### src/rtl/string_hash_table_insert_lookup_core_defines.svh
// Assertion macros shared by the RTL. Synthesis builds see empty bodies.
`ifndef STRING_HASH_TABLE_INSERT_LOOKUP_CORE_DEFINES_SVH
`define STRING_HASH_TABLE_INSERT_LOOKUP_CORE_DEFINES_SVH
`ifndef SYNTHESIS
// The consequent must hold in the same cycle as the antecedent.
`define SHTIL_ASSERT_SAME(label, clk, rst, ante, cons) \
   label: assert property (@(posedge clk) disable iff (rst) (ante) |-> (cons)) \
      else $error("same-cycle check failed");
// The consequent must hold in the cycle after the antecedent.
`define SHTIL_ASSERT_NEXT(label, clk, rst, ante, cons) \
   label: assert property (@(posedge clk) disable iff (rst) (ante) |=> (cons)) \
      else $error("next-cycle check failed");
`else
`define SHTIL_ASSERT_SAME(label, clk, rst, ante, cons)
`define SHTIL_ASSERT_NEXT(label, clk, rst, ante, cons)
`endif
`endif

### src/rtl/shtil_pkg.sv
`timescale 1ns / 1ps
package shtil_pkg;

   // Slot table geometry. The size is a power of two, so the home slot is
   // the low bits of the position hash.
   localparam int TABLE_SIZE   = 1024;
   localparam int SLOT_W       = $clog2(TABLE_SIZE);
   localparam int SLOT_INDEX_W = 10;

   localparam int HASH_W     = 32;
   localparam int HASH_COUNT = 3;
   localparam int KEY_W      = 2 * HASH_W;
   localparam int CHAR_W     = 8;

   // Stream widths.
   localparam int REQ_TDATA_W = 8;
   localparam int REQ_TUSER_W = 2;
   localparam int RSP_TDATA_W = 16;
   localparam int RSP_TUSER_W = 2;
   localparam int USER_MODE_BIT    = 0;
   localparam int USER_PRESENT_BIT = 1;

   // Job queue between the front and the back.
   localparam int QUEUE_DEPTH = 2;

   // Running seed reset values.
   localparam logic [HASH_W-1:0] SEED_ONE_INIT = 32'h7FED7FED;
   localparam logic [HASH_W-1:0] SEED_TWO_INIT = 32'hEEEEEEEE;

   // Crypt table generator.
   localparam int                CRYPT_COLS = 256;
   localparam int                CRYPT_ROWS = 5;
   localparam logic [HASH_W-1:0] CRYPT_SEED = 32'h00100001;
   localparam logic [HASH_W-1:0] CRYPT_MUL  = 32'd125;
   localparam logic [HASH_W-1:0] CRYPT_ADD  = 32'd3;
   localparam logic [HASH_W-1:0] CRYPT_MOD  = 32'h002AAAAB;

   typedef enum logic {
      MODE_LOOKUP = 1'b0,
      MODE_INSERT = 1'b1
   } mode_type;

   typedef enum logic [1:0] {
      RES_INSERTED  = 2'd0,
      RES_FULL      = 2'd1,
      RES_FOUND     = 2'd2,
      RES_NOT_FOUND = 2'd3
   } result_code_type;

   typedef enum logic [1:0] {
      F_IDLE,
      F_MIX,
      F_PUSH
   } f_state_type;

   typedef enum logic [1:0] {
      B_CLEAR,
      B_IDLE,
      B_PROBE
   } b_state_type;

   typedef struct packed {
      mode_type           mode;
      logic [SLOT_W-1:0]  start;
      logic [KEY_W-1:0]   key;
   } job_type;

   typedef logic [HASH_COUNT-1:0][CRYPT_COLS-1:0][HASH_W-1:0] crypt_table_type;

   // Only the first three rows of the generated table are ever used, but the
   // generator still has to step through all five to stay in sequence.
   function automatic crypt_table_type build_crypt_table();
      crypt_table_type   t;
      logic [HASH_W-1:0] s;
      logic [HASH_W-1:0] hi;
      logic [HASH_W-1:0] lo;
      t = '0;
      s = CRYPT_SEED;
      for (int col = 0; col < CRYPT_COLS; col++) begin
         for (int row = 0; row < CRYPT_ROWS; row++) begin
            s  = (s * CRYPT_MUL + CRYPT_ADD) % CRYPT_MOD;
            hi = {s[15:0], 16'h0000};
            s  = (s * CRYPT_MUL + CRYPT_ADD) % CRYPT_MOD;
            lo = {16'h0000, s[15:0]};
            if (row < HASH_COUNT) begin
               t[row][col] = hi | lo;
            end
         end
      end
      return t;
   endfunction

   localparam crypt_table_type CRYPT_TABLE = build_crypt_table();

endpackage

### src/rtl/shtil_queue.sv
`timescale 1ns / 1ps
module shtil_queue import shtil_pkg::*; (
   input  logic    clock,
   input  logic    reset,
   input  logic    push_valid,
   output logic    push_ready,
   input  job_type push_job,
   output logic    pop_valid,
   input  logic    pop_ready,
   output job_type pop_job
);

   localparam int PTR_W   = $clog2(QUEUE_DEPTH);
   localparam int COUNT_W = $clog2(QUEUE_DEPTH + 1);

   job_type            entry_ff [QUEUE_DEPTH];
   logic [PTR_W-1:0]   wr_ptr_ff, wr_ptr_in;
   logic [PTR_W-1:0]   rd_ptr_ff, rd_ptr_in;
   logic [COUNT_W-1:0] count_ff, count_in;
   logic               do_push;
   logic               do_pop;

   assign push_ready = count_ff != COUNT_W'(QUEUE_DEPTH);
   assign pop_valid  = count_ff != '0;
   assign pop_job    = entry_ff[rd_ptr_ff];
   assign do_push    = push_valid && push_ready;
   assign do_pop     = pop_valid && pop_ready;

   always_comb begin
      wr_ptr_in = wr_ptr_ff;
      rd_ptr_in = rd_ptr_ff;
      count_in  = count_ff;
      if (do_push) begin
         wr_ptr_in = (wr_ptr_ff == PTR_W'(QUEUE_DEPTH - 1)) ? '0 : wr_ptr_ff + PTR_W'(1);
      end
      if (do_pop) begin
         rd_ptr_in = (rd_ptr_ff == PTR_W'(QUEUE_DEPTH - 1)) ? '0 : rd_ptr_ff + PTR_W'(1);
      end
      if (do_push && !do_pop) begin
         count_in = count_ff + COUNT_W'(1);
      end else if (do_pop && !do_push) begin
         count_in = count_ff - COUNT_W'(1);
      end
   end

   always_ff @(posedge clock) begin
      if (reset) begin
         wr_ptr_ff <= '0;
         rd_ptr_ff <= '0;
         count_ff  <= '0;
      end else begin
         wr_ptr_ff <= wr_ptr_in;
         rd_ptr_ff <= rd_ptr_in;
         count_ff  <= count_in;
      end
   end

   always_ff @(posedge clock) begin
      if (do_push) begin
         entry_ff[wr_ptr_ff] <= push_job;
      end
   end

endmodule

### config.mk
export PLATFORM = sky130hd
export DESIGN_NAME = shtil_queue
export DESIGN_NICKNAME = d
export VERILOG_FILES = /design/src/rtl/string_hash_table_insert_lookup_core_defines.svh /design/src/rtl/shtil_pkg.sv /design/src/rtl/shtil_queue.sv
export SDC_FILE = /design/constraint.sdc
export NUM_CORES = 1
export LEC_CHECK = 0
export ABC_AREA = 1
export BUFFER_PORTS_ARGS = -buffer_cell sky130_fd_sc_hd__buf_2
export CAP_MARGIN = 20
export CORE_MARGIN = 2
export CORE_UTILIZATION = 28
export CTS_BUF_LIST = sky130_fd_sc_hd__clkbuf_2
export CTS_CLUSTER_SIZE = 16
export DETAILED_ROUTE_END_ITERATION = 8
export GPL_TIMING_DRIVEN = 1
export PLACE_DENSITY = 0.58
export SLEW_MARGIN = 15
export SYNTH_ARGS = -nofsm -noshare
export SYNTH_HDL_FRONTEND = slang
export SYNTH_SLANG_ARGS = --single-unit
### constraint.sdc
create_clock -name clock -period 7.1 [get_ports clock]
set_input_delay 0 -clock clock [delete_from_list [all_inputs] [get_ports clock]]
set_output_delay 0 -clock clock [all_outputs]
set_load 0.02 [all_outputs]
==> reports/results.tsv, run 1 <==
stage	metric	value	unit
status	status	stopped before the end	
status	stop_stage	4_1_cts	
status	error	[ERROR RSZ-0060] Max buffer count reached.	
cts	cts_root_buf	clkbuf_2	
floorplan	ios	156	
synth	yosysSeqAreaShare	0.787	
floorplan	start_util	0.287	
cts	postCtsSetupBuffers	0	
synth	ys.warnings.count	0	
synth	syn_nets	350	
cts	numCtsBuffers	17	
synth	yosysTopAreaCell	edfxtp_1	
cts	cts_max_level	4	
cts	cts_hold_buf	146	
synth	synth_area_leaders	edfxtp_1 (77%), mux2_4 (13%), mux2_2 (4.8%)	
synth	synth_area_per_cell	21.7	um2
placement	hpwl	7.09	mm
synth	postSynthCellCount	270	
synth	ys_ff_latch	155	
cts	clockBufferDepth	2	
placement	placed_area	0.00693	mm2
synth	netlist-cell-type-count	14	
floorplan	rows	52	
synth	netlist_area	0.00585	mm2
placement	portBuffers	155	
floorplan	die_w	149	um
placement	place.gp.congestion	0.700	
cts	cts_num_sinks	155	
floorplan	die_h	149	um
cts	cts-resized-gates	0	
synth	synth_top_area_frac	0.770	
[synth_stat cells, drive strengths merged]
cell and number:
edfxtp 150, mux2 75, nand2 9, buf 8, inv 8, nor2 7, dfxtp 5, a21oi 2
nand3 2, o21ai 2, ha 1, nand4 1
[through the flow]
step / cells / worst slack [ns] / hold slack (ns) / utilization
2_1_floorplan: 270 / 2.76 / 0.0989 / -
3_3_place_gp: 690 / 4.76 / 0.187 / 0.340
3_5_place_dp: 690 / 4.65 / 0.191 / 0.340
[cell families after synthesis]
logic type,share of synthesized area
simple gates,0.0130
mux,0.176
compound gates,0.00342
buf+inv,0.0184
flops,0.787
fa+ha+maj,0.00214
==> run 2: changes to the inputs <==
Settings changed: CORE_UTILIZATION 28 to 20, CTS_BUF_LIST sky130_fd_sc_hd__clkbuf_2 to default, CTS_CLUSTER_SIZE 16 to default, PLACE_DENSITY 0.58 to default, PLACE_DENSITY_LB_ADDON from default to 0.15.
==> reports/results.tsv, run 2 <==
stage	metric	value	unit	change
status	status	complete, no violations		
synth	postSynthCellCount	270		unchanged
synth	netlist-cell-type-count	14		unchanged
critical_path	worstSetupPathType	reg2reg		
critical_path	critical_path.slowest_cell	buf_4		
cts	clockBufferDepth	2		unchanged
timing	clock_skew	0.00913	ns	
floorplan	die-area	0.0306	mm2	
final_layout	drive_gt1_frac	0.506		
final_layout	syn2layout_area_growth	44.4	%	
routing	dr.pass1.iters	4		
critical_path	rrSetupSlack	4.53	ns	
placement	hpwl	7.72	mm	+8.8%
timing	fin_crit_sh	0.362		
synth	synth_commonest_cells	edfxtp_1 (150), mux2_4 (50), mux2_2 (25)		
routing	wire_per_inst	13.6	um	
power_and_ir_drop	leakagePower	3.23	nW	
routing	routed-via-count	3273		
final_layout	largest_register_ff_count	150		
critical_path	worst-endpoint-arrival	2.61	ns	
global_routing	grt_first_pass_wirelength	18.9	mm	
final_layout	top_register	entry_ff		
synth	netlist_area	0.00585	mm2	unchanged
synth	synth_adder_area_share	0.00214		unchanged
critical_path	path_max_fanout	50		
floorplan	die_h	175	um	+18%
synth	async_flop_share	0		unchanged
synth	synth_area_leaders	edfxtp_1 (77%), mux2_4 (13%), mux2_2 (4.8%)		
global_routing	grt_max_degree	51		
final_layout	layout_common_cells	buf_2 (155), edfxtp_1 (150), dlygate4sd3_1 (78)		
synth	synthSimpleGateAreaFrac	0.0130		unchanged
run	drv_cap	0		
power_and_ir_drop	pwr-share-clk	0.321		
synth	ys.flop_type	edfxtp_1		
routing	wirelength	12.5	mm	
critical_path	r2r_cells	5		
timing	worst_pin_slew	0.896	ns	
floorplan	die_w	175	um	+18%
worst_hold_path	worstHoldPathCells	4		
final_layout	top_regs	entry_ff: 150 flops, count_ff: 2 flops		
synth	ys.warnings.count	0		unchanged
timing	fin_crit	2.57	ns	
synth	synth_compound_gate_area_share	0.00342		unchanged
cts	cts_root_buf	clkbuf_16		
power_and_ir_drop	pwr-share-seq	0.423		
routing	initialDrtViolationCount	85		
synth	synth_area_per_cell	21.7	um2	unchanged
cts	numCtsBuffers	17		unchanged
power_and_ir_drop	pwr-share-comb	0.256		
synth	synthXorXnorAreaFrac	0		unchanged
global_routing	grt.total_usage	0.0825		
power_and_ir_drop	total_power	2.88	mW	
timing	finalSetupTns	0	ns	
power_and_ir_drop	power.share.switching	0.301		
timing	fmax	389	MHz	
critical_path	slowest_delay	0.76	ns	
synth	synth_top_area_frac	0.770		unchanged
synth	yosysSeqAreaShare	0.787		unchanged
timing	final-max-slew-violation-count	0		
floorplan	coreArea	0.0288	mm2	
timing	rsz0062_at_grt	false		
critical_path	path_delay_family	simple AND/OR/NAND/NOR gates		
synth	syn_nets	350		unchanged
critical_path	crit_path_end_kind	flop		
worst_hold_path	hold_class	in2reg		
floorplan	rows	62		+19%
synth	synth_edf_count	150		unchanged
power_and_ir_drop	p_switching	864	uW	
placement	place.gp.congestion	0.654		-6.6%
global_routing	grt_pass1_vias	3552		
synth	synth.area.mux_share	0.176		unchanged
critical_path	cp.required	7.14	ns	
worst_hold_path	hold_start	push_valid		
timing	slew-limit-headroom	0.401		
floorplan	start_util	0.203		-0.0840
cts	cts_tree	built		
routing	ant_nets	0		
power_and_ir_drop	internal-power	2.01	mW	
final_layout	fillers	2895		
synth	synth.most_common_cell	edfxtp_1		
routing	drc	0		
cts	cts_num_sinks	155		unchanged
final_layout	fin_nets	597		
global_routing	antenna_found_initial	0		
critical_path	critical_path_buf_inv_count	2		
routing	avgViaCountPerCell	3.58		
synth	yosysTopAreaCell	edfxtp_1		
power_and_ir_drop	p_per_area	340	mW/mm2	
final_layout	diodes	0		
critical_path	worst_setup_path_start_kind	flop		
cts	clkLatencyLatePin	0.41	ns	
synth	synth_top_family_by_area	multiplexers		
critical_path	crit-reg2reg-launch	count_ff[0]		
global_routing	grt.overflow.total	0		
cts	clk_pin_slew	0.07	ns	
cts	postCtsSetupBuffers	0		unchanged
floorplan	ios	156		unchanged
power_and_ir_drop	ir_drop	0.149	mV	
synth	ys_ff_latch	155		unchanged
timing	final_hold_viol_count	0		
critical_path	cp-startpoint	count_ff[0]		
timing	setup_viol	0		
cts	cts_max_level	4		unchanged
critical_path	cp.depth	5		
critical_path	timing.critical_path.mode_cell	nand2_1		
final_layout	mostFrequentLayoutCell	buf_2		
placement	portBuffers	155		unchanged
critical_path	crit_chain	inv_1, nand2_1, nand2_1, nor2_4, buf_4		
-- run 2: cell counts after synthesis --
Identical to the previous run, type by type.
-- run 2: cell type report --
class / count / area, um2 / area share
flip-flops and latches: 155 / 4610 / 0.545
clock buffers: 17 / 425 / 0.0503
well taps: 384 / 480 / 0.0568
repair buffers: 236 / 1580 / 0.187
inverters: 8 / 30.0 / 0.00355
multi-input cells: 99 / 1160 / 0.137
clock inverters: 15 / 175 / 0.0207
-- run 2: kinds of logic (layout without fill, tap and decap cells) --
group,after synthesis,count (layout)
adder cells (fa/ha/maj),1,1
AO/OA/AOI/OAI,4,4
buffers and inverters,16,276
AND/OR/NAND/NOR,19,19
multiplexers,75,75
flip-flops,155,155
-- run 2: worst reg2reg max path, cell delays in order (launching register included) --
cell     delay, ns
dfxtp_1       0.33
inv_1         0.09
nand2_1       0.09
nand2_1       0.16
nor2_4        0.73
buf_4         0.76
-- run 2: timing repair --
action,4_1_cts,5_1_grt
endpoints found under the hold margin,155,0
hold buffers,78,0
resized for setup,0,0
-- run 2: worst paths after layout --
check                                        to
worst max-delay path            entry_ff[1][38]
worst min-delay path                  wr_ptr_ff
worst max register to register  entry_ff[1][38]
worst min register to register             flop
-- run 2: per-layer routing --
layer	up-vias	global-route usage	wire (um)
met5	-	0	0
met4	0	0.0313	141
met3	8	0.0309	758
met2	96	0.140	6140
met1	1622	0.0940	5440
li1	1547	-	-
-- run 2: power groups by stage --
stage | Sequential, mW | Combinational, mW | Clock (mW)
after global placement | 1.23 | 0.709 | 0
after floorplan | 1.21 | 0.523 | 0
final | 1.22 | 0.735 | 0.924
after CTS | 1.22 | 0.756 | 0.966
after global routing | 1.23 | 0.793 | 1.01
after detailed placement | 1.24 | 0.718 | 0
-- run 2: metrics by stage --
stage | util | setup slack [ns] | instance area [um2] | hold slack, ns | instances
2_1_floorplan | - | 2.76 | 5850 | 0.0989 | 270
3_3_place_gp | 0.246 | 4.55 | 7070 | 0.188 | 804
3_5_place_dp | 0.246 | 4.45 | 7070 | 0.192 | 804
4_1_cts | 0.294 | 4.43 | 8450 | 0.121 | 914
5_1_grt | 0.294 | 4.30 | 8450 | 0.203 | 914
6_report | 0.294 | 4.53 | 8450 | 0.138 | 914
Note: power is estimated with default switching activity, not from simulation.
